--- config.mk ---
export PLATFORM = sky130hd
export DESIGN_NAME = dual_step_dir_pulse_generator_unit
export DESIGN_NICKNAME = d
export VERILOG_FILES = /design/src/hdl/dsdpg_pkg.sv /design/src/hdl/dsdpg_channel.sv /design/src/hdl/dual_step_dir_pulse_generator_unit.sv
export SDC_FILE = /design/constraint.sdc
export NUM_CORES = 1
export LEC_CHECK = 0
export BUFFER_PORTS_ARGS = -buffer_cell sky130_fd_sc_hd__buf_4
export CAP_MARGIN = 30
export CORE_MARGIN = 3
export CORE_UTILIZATION = 44
export CTS_CLUSTER_DIAMETER = 30
export DETAILED_ROUTE_END_ITERATION = 10
export PLACE_DENSITY_LB_ADDON = 0.12
export SLEW_MARGIN = 10
export SYNTH_ARGS = -nofsm -noshare
export SYNTH_HDL_FRONTEND = slang
export SYNTH_SLANG_ARGS = --single-unit
--- constraint.sdc ---
create_clock -name clk -period 5.03 [get_ports clk]
set_input_delay 1.509 -clock clk [delete_from_list [all_inputs] [get_ports clk]]
set_output_delay 1.509 -clock clk [all_outputs]
set_load 0.05 [all_outputs]
--- src/hdl/dsdpg_pkg.sv ---
package dsdpg_pkg;

    // Defaults for the top-level parameters.
    localparam int CHANNELS_DEF   = 2;
    localparam int SPEED_BITS_DEF = 16;

    // Number of channels that the channel field can address and the outputs show.
    localparam int ADDR_CHANNELS = 2;

    // Width of the step position counters.
    localparam int POS_BITS = 32;

    // Item operation codes.
    localparam logic OP_TICK      = 1'b0;
    localparam logic OP_SET_SPEED = 1'b1;

    // Channel motion codes.
    localparam logic [1:0] DIR_STOP = 2'b00;
    localparam logic [1:0] DIR_FWD  = 2'b01;
    localparam logic [1:0] DIR_REV  = 2'b11;

    // Per-channel command for the item being executed.
    typedef struct packed {
        logic tick;
        logic set;
    } ch_ctl_t;

    // Per-channel pin and position view after the item.
    typedef struct packed {
        logic                step;
        logic                dir;
        logic [POS_BITS-1:0] position;
    } ch_status_t;

endpackage

--- src/hdl/dsdpg_channel.sv ---
module dsdpg_channel #(
    parameter int SPEED_BITS = dsdpg_pkg::SPEED_BITS_DEF
) (
    input  logic                          clk,
    input  logic                          rst_n,
    input  dsdpg_pkg::ch_ctl_t            ctl,
    input  logic signed [SPEED_BITS-1:0]  speed,
    output dsdpg_pkg::ch_status_t         status_next
);
    import dsdpg_pkg::*;

    localparam int MAG_BITS = SPEED_BITS - 1;

    logic [1:0]            direction_reg, direction_next;
    logic [MAG_BITS-1:0]   high_time_reg, high_time_next;
    logic [MAG_BITS-1:0]   period_reg, period_next;
    logic [SPEED_BITS-1:0] phase_reg, phase_next;
    logic [POS_BITS-1:0]   position_reg, position_next;
    logic                  step_reg, step_next;
    logic                  dir_reg, dir_next;

    logic [SPEED_BITS-1:0] speed_neg;
    logic [MAG_BITS-1:0]   speed_mag;
    logic [SPEED_BITS-1:0] count_inc;

    // Magnitude of the requested speed; the most negative value saturates.
    assign speed_neg = (~$unsigned(speed)) + {{(SPEED_BITS-1){1'b0}}, 1'b1};

    always_comb
    begin
        priority if (!speed[SPEED_BITS-1])
        begin
            speed_mag = speed[MAG_BITS-1:0];
        end
        else if (speed_neg[SPEED_BITS-1])
        begin
            speed_mag = '1;
        end
        else
        begin
            speed_mag = speed_neg[MAG_BITS-1:0];
        end
    end

    assign count_inc = phase_reg + {{(SPEED_BITS-1){1'b0}}, 1'b1};

    // Next state for a set-speed or a tick item.
    always_comb
    begin
        direction_next = direction_reg;
        high_time_next = high_time_reg;
        period_next    = period_reg;
        phase_next     = phase_reg;
        position_next  = position_reg;
        step_next      = step_reg;
        dir_next       = dir_reg;
        priority if (ctl.set)
        begin
            period_next    = speed_mag;
            high_time_next = speed_mag >> 1;
            priority if (speed == '0)
            begin
                direction_next = DIR_STOP;
            end
            else if (speed[SPEED_BITS-1])
            begin
                direction_next = DIR_REV;
                dir_next       = 1'b0;
            end
            else
            begin
                direction_next = DIR_FWD;
                dir_next       = 1'b1;
            end
        end
        else if (ctl.tick && (direction_reg != DIR_STOP))
        begin
            // The pin level uses the counter before any wrap.
            step_next = (count_inc <= {1'b0, high_time_reg});
            if (count_inc > {1'b0, period_reg})
            begin
                phase_next = '0;
                if (direction_reg == DIR_FWD)
                begin
                    position_next = position_reg + {{(POS_BITS-1){1'b0}}, 1'b1};
                end
                else
                begin
                    position_next = position_reg - {{(POS_BITS-1){1'b0}}, 1'b1};
                end
            end
            else
            begin
                phase_next = count_inc;
            end
        end
    end

    // Channel state registers.
    always_ff @(posedge clk or negedge rst_n)
    begin
        if (!rst_n)
        begin
            direction_reg <= DIR_STOP;
            high_time_reg <= '0;
            period_reg    <= '0;
            phase_reg     <= '0;
            position_reg  <= '0;
            step_reg      <= 1'b0;
            dir_reg       <= 1'b0;
        end
        else
        begin
            direction_reg <= direction_next;
            high_time_reg <= high_time_next;
            period_reg    <= period_next;
            phase_reg     <= phase_next;
            position_reg  <= position_next;
            step_reg      <= step_next;
            dir_reg       <= dir_next;
        end
    end

    assign status_next.step     = step_next;
    assign status_next.dir      = dir_next;
    assign status_next.position = position_next;

endmodule

--- src/hdl/dual_step_dir_pulse_generator_unit.sv ---
// Step/direction pulse generator for stepper motors, channel 0 is the right
// motor and channel 1 the left motor.
// Input channel: in_valid/in_stall with operation, channel and speed. A tick
// item advances every moving channel by one timer tick; a set-speed item
// loads the selected channel's direction, period and high time from speed.
// Output channel: out_valid/out_stall with the step and direction pin levels
// and the step positions of both motors as they stand after the item.
// Every accepted item gives exactly one result item.
// The item is captured in an input register, and the channel state and the
// result register are then updated together from that input register.
// Throughput is one item per cycle while the receiver does not stall; the
// channel update is combinational logic per channel between those two registers.
// When the receiver stalls, the result register holds its item and the input
// register still takes one more item; after that in_stall follows out_stall.
// Reset clears every channel to stopped, zero position and low pins, and
// empties both registers.
module dual_step_dir_pulse_generator_unit #(
    parameter int CHANNELS   = dsdpg_pkg::CHANNELS_DEF,
    parameter int SPEED_BITS = dsdpg_pkg::SPEED_BITS_DEF
) (
    input  logic                                 clk,
    input  logic                                 rst_n,
    input  logic                                 in_valid,
    output logic                                 in_stall,
    input  logic                                 operation,
    input  logic                                 channel,
    input  logic signed [SPEED_BITS-1:0]         speed,
    output logic                                 out_valid,
    input  logic                                 out_stall,
    output logic                                 step_right,
    output logic                                 step_left,
    output logic                                 dir_right,
    output logic                                 dir_left,
    output logic signed [dsdpg_pkg::POS_BITS-1:0] position_right,
    output logic signed [dsdpg_pkg::POS_BITS-1:0] position_left
);
    import dsdpg_pkg::*;

    logic                         in_valid_reg;
    logic                         op_reg;
    logic                         chan_reg;
    logic signed [SPEED_BITS-1:0] speed_reg;

    logic                         out_valid_reg;
    ch_status_t                   right_reg, left_reg;
    ch_status_t                   right_next, left_next;

    logic                         stage_advance;
    logic                         stage_fire;
    ch_status_t                   status_next [CHANNELS];

    // The input register moves on whenever the result register is empty or not stalled.
    assign stage_advance = !out_valid_reg || !out_stall;
    assign stage_fire    = in_valid_reg && stage_advance;
    assign in_stall      = in_valid_reg && !stage_advance;

    // Input register.
    always_ff @(posedge clk or negedge rst_n)
    begin
        if (!rst_n)
        begin
            in_valid_reg <= 1'b0;
        end
        else if (!in_stall)
        begin
            in_valid_reg <= in_valid;
        end
    end

    always_ff @(posedge clk)
    begin
        if (in_valid && !in_stall)
        begin
            op_reg    <= operation;
            chan_reg  <= channel;
            speed_reg <= speed;
        end
    end

    // One update unit per channel.
    for (genvar i = 0; i < CHANNELS; i++)
    begin : g_ch
        localparam bit   ADDRESSABLE = (i < ADDR_CHANNELS);
        localparam logic CH_BIT      = 1'(i);
        ch_ctl_t ctl;

        assign ctl.tick = stage_fire && (op_reg == OP_TICK);
        assign ctl.set  = stage_fire && (op_reg == OP_SET_SPEED) && ADDRESSABLE
                          && (chan_reg == CH_BIT);

        dsdpg_channel #(
            .SPEED_BITS (SPEED_BITS)
        ) u_channel (
            .clk         (clk),
            .rst_n       (rst_n),
            .ctl         (ctl),
            .speed       (speed_reg),
            .status_next (status_next[i])
        );
    end

    // An absent left motor reads as zero.
    assign right_next = status_next[0];
    if (CHANNELS >= ADDR_CHANNELS)
    begin : g_left
        assign left_next = status_next[1];
    end
    else
    begin : g_no_left
        assign left_next = '0;
    end

    // Result register.
    always_ff @(posedge clk or negedge rst_n)
    begin
        if (!rst_n)
        begin
            out_valid_reg <= 1'b0;
            right_reg     <= '0;
            left_reg      <= '0;
        end
        else
        begin
            if (stage_advance)
            begin
                out_valid_reg <= in_valid_reg;
            end
            if (stage_fire)
            begin
                right_reg <= right_next;
                left_reg  <= left_next;
            end
        end
    end

    assign out_valid      = out_valid_reg;
    assign step_right     = right_reg.step;
    assign step_left      = left_reg.step;
    assign dir_right      = right_reg.dir;
    assign dir_left       = left_reg.dir;
    assign position_right = $signed(right_reg.position);
    assign position_left  = $signed(left_reg.position);

endmodule

==> out/results.tsv <==
stage	metric	value	unit
run_status	outcome	completed	
global_routing	grt_pass1_vias	10660	
power_and_ir_drop	pwr-share-clk	0.444	
placement	io_buffers	91	
sta	setup_violations	0	
synthesis	yosysTopAreaCell	dfrtp_1	
flow_run	drv_cap	0	
die	die_y	181.0	µm
clocking	clock-root-buffer	clkbuf_16	
detailed_routing	firstDrtPassIters	5	
die	coreArea	29950	µm²
global_routing	grt_pass1_wl	53.81	mm
synthesis	synth.most_common_cell	nand2_1	
sta	period_needed	4253	ps
detailed_routing	via_per_inst	5.292	
clocking	cts.sinks	222	
setup_path	cp_data_arrival_time	4670	ps
final_layout	finalNetCount	1715	
setup_path	required	5440	ps
synthesis	syn_nets	1613	
final_layout	n_antenna_cell	0	
sta	tns	0	ps
setup_path	crit_path_top_delay_cell	a21oi_4	
placement	place_inst	1907	
setup_path	crit_path_end_kind	flip-flop	
sta	final-max-slew-violation-count	0	
detailed_routing	first_iter_violations	629	
power_and_ir_drop	powerDensity	457.1	nW/µm²
power_and_ir_drop	p_comb_frac	0.262	
setup_path	crit_path_start_kind	flip-flop	
power_and_ir_drop	max-vdd-ir-drop	0.3428	mV
sta	relSlewSlack	0.4000	
clocking	cts_buffers	49	
clocking	clkTransAtPathRegs	50	ps
final_layout	fin_util	0.5454	
synthesis	synth_top_flop_cell	dfrtp_1	
sta	rsz0062_at_grt	no	
synthesis	synth_seq_cells	222	
die	io_pins	92	
synthesis	syn_avg_cell_area	9.182	µm²
clocking	clkLatencyLatePin	530	ps
synthesis	synth_top_area_frac	0.3787	
final_layout	n_fill_cell	2716	
sta	final_hold_viol_count	0	
synthesis	synth_area_leaders	dfrtp_1, ha_1, nand2_1, o21ai_0, xnor2_1	
sta	fmax	0.2351	GHz
die	num_rows	63	
clocking	cts_tree	done	
setup_path	critical_path.max_stage_delay	720	ps
die	die_w	181.0	µm
synthesis	synthArstFlopShare	0.9189	
global_routing	track_usage	0.1954	
power_and_ir_drop	internal_power	5.041	mW
power_and_ir_drop	power_frac_seq	0.294	
global_routing	antenna_found_initial	0	
global_routing	overflow	0	
synthesis	synth-edff-count	18	
clocking	ctsHoldBuffers	0	
detailed_routing	routed-via-count	10580	
global_routing	grt_max_degree	100	
placement	dp_hpwl	22.49	mm
setup_path	critPathKind	flip-flop to flip-flop	
setup_path	cp_max_fo	32	
synthesis	ys_warn_count	0	
detailed_routing	routed_wl	31.86	mm
final_layout	largest_reg_flops	64	
die	start_util	0.4500	
final_layout	final_cells	2000	
detailed_routing	wl_per_cell	15.93	µm
synthesis	synth_cell_types	64	
synthesis	syn_inst	1468	
final_layout	drive_gt1_frac	0.1578	
power_and_ir_drop	p_leak	8.168	nW
worst_hold_path	hold_path.class	flip-flop to flip-flop	
detailed_routing	postRouteAntennaNets	0	
detailed_routing	drc_errors	0	
setup_path	path_cells	nand4_1 -> nor2_1 -> nand3_1 -> nor2_1 -> xor2_1 -> ha_1 -> a21o_1 -> a21o_1 -> a21oi_1 -> o21a_1 -> o211ai_1 -> a21oi_4 -> nor3_1 -> o21ai_0 -> o2111ai_1 -> mux2_2	
synthesis	ys_seq_area_frac	0.4188	
placement	gp_congestion	0.8600	
clocking	cts.path.max_buffers	3	
sta	finalCritPeriodShare	0.8455	
clocking	cts.repair.resized	0	
sta	worst_pin_slew	900.1	ps
power_and_ir_drop	total_power	7.467	mW
sta	skew	19.42	ps
die	die-area	32770	µm²
clocking	cts_setup_buffers	0	
clocking	h-tree-depth	2	
power_and_ir_drop	power_switching	2.426	mW
power_and_ir_drop	sw_frac_of_total	0.3249	
synthesis	yosys-top-cells-count	nand2_1, dfrtp_1, ha_1	
final_layout	syn2layout_area_growth	21.19	%
synthesis	synth_area	13480	µm²
## cells in the final DEF, fill, tap and decap left out, types with 23 or more instances in the layout
master and instances:
nand3_1 29, buf_4 107, clkbuf_16 51, nand4_1 23, dfrtp_1 204, nand2_1 281
nand2b_1 37, inv_1 48, a21o_1 54, ha_1 121, mux2_2 36, xnor2_1 62
xor2_1 35, o21ai_0 108, nor2_1 85, a21oi_1 84
## per-layer routing
metal / global-route usage / share of wire / vias up / wire length, µm
li1: - / - / 5363 / -
met3: 0.02919 / 0.033 / 56 / 1051
met5: 0 / 0 / - / 0
met1: 0.2807 / 0.50 / 5018 / 15920
met4: 0.05332 / 0.024 / 0 / 778
met2: 0.3098 / 0.44 / 146 / 14120
## logic make-up (layout without fill, tap and decap cells)
group	Yosys count	after routing	share of synthesized area
AO/OA/AOI/OAI	352	352	0.1626
XOR/XNOR	97	97	0.06303
adder cells (fa/ha/maj)	123	123	0.1153
buffers and inverters	107	249	0.03137
flip-flops	222	222	0.4188
multiplexers	37	37	0.03082
AND/OR/NAND/NOR	530	530	0.1780
## per-stage QoR
step	setup WS, ps	cell area (µm²)	hold slack, ps
CTS	739.3	16310	475.4
detailed placement	755.5	14560	462.1
floorplan	1283	13480	434.6
global placement	904.7	14550	461.6
global route	430.3	16340	492.2
finish	777.2	16340	469.6
## final timing paths
check                                                      startpoint                                      endpoint  slack, ps  cells after the start
max                        g_ch[1].u_channel.phase_reg[0]$_DFFE_PN0P_                 position_left[31]$_DFFE_PN0P_        780                     16
min in group asynchronous                                       rst_n   g_ch[0].u_channel.phase_reg[11]$_DFFE_PN0P_       1000                      1
min                                    position_right[10]$_DFFE_PN0P_                position_right[10]$_DFFE_PN0P_        470                      2
max in group asynchronous                                       rst_n  g_ch[0].u_channel.position_reg[15]$_DFF_PN0_       3060                      2
min reg2reg                            position_right[10]$_DFFE_PN0P_                position_right[10]$_DFFE_PN0P_        470                      2
max reg2reg                g_ch[1].u_channel.phase_reg[0]$_DFFE_PN0P_                 position_left[31]$_DFFE_PN0P_        780                     16
## power by group through the flow
stage / Clock [mW] / Sequential, mW / Combinational (mW)
2_1_floorplan: 0 / 2.36 / 1.26
3_3_place_gp: 0 / 2.21 / 1.92
3_5_place_dp: 0 / 2.22 / 1.95
4_1_cts: 3.38 / 2.20 / 1.96
5_1_grt: 3.48 / 2.23 / 2.20
6_report: 3.31 / 2.19 / 1.96
## critical path: cells and delay by family (launching register included)
kind            cells  cell delay, ps
xor+xnor            1             280
simple gates        5            1010
flops               1             460
mux                 1             280
fa+ha+maj           1             310
compound gates      8            1830
## layout make-up
cell class              instances  area, µm²  area share
repair buffers                110      848.3     0.05193
inverters                      48      180.2     0.01103
clock buffers                  58       1353     0.08280
multi-input cells            1139       7430      0.4548
clock inverters                33      391.6     0.02397
well taps                     390      488.0     0.02987
flip-flops and latches        222       5645      0.3456
Note: power is estimated with default switching activity, not from simulation.
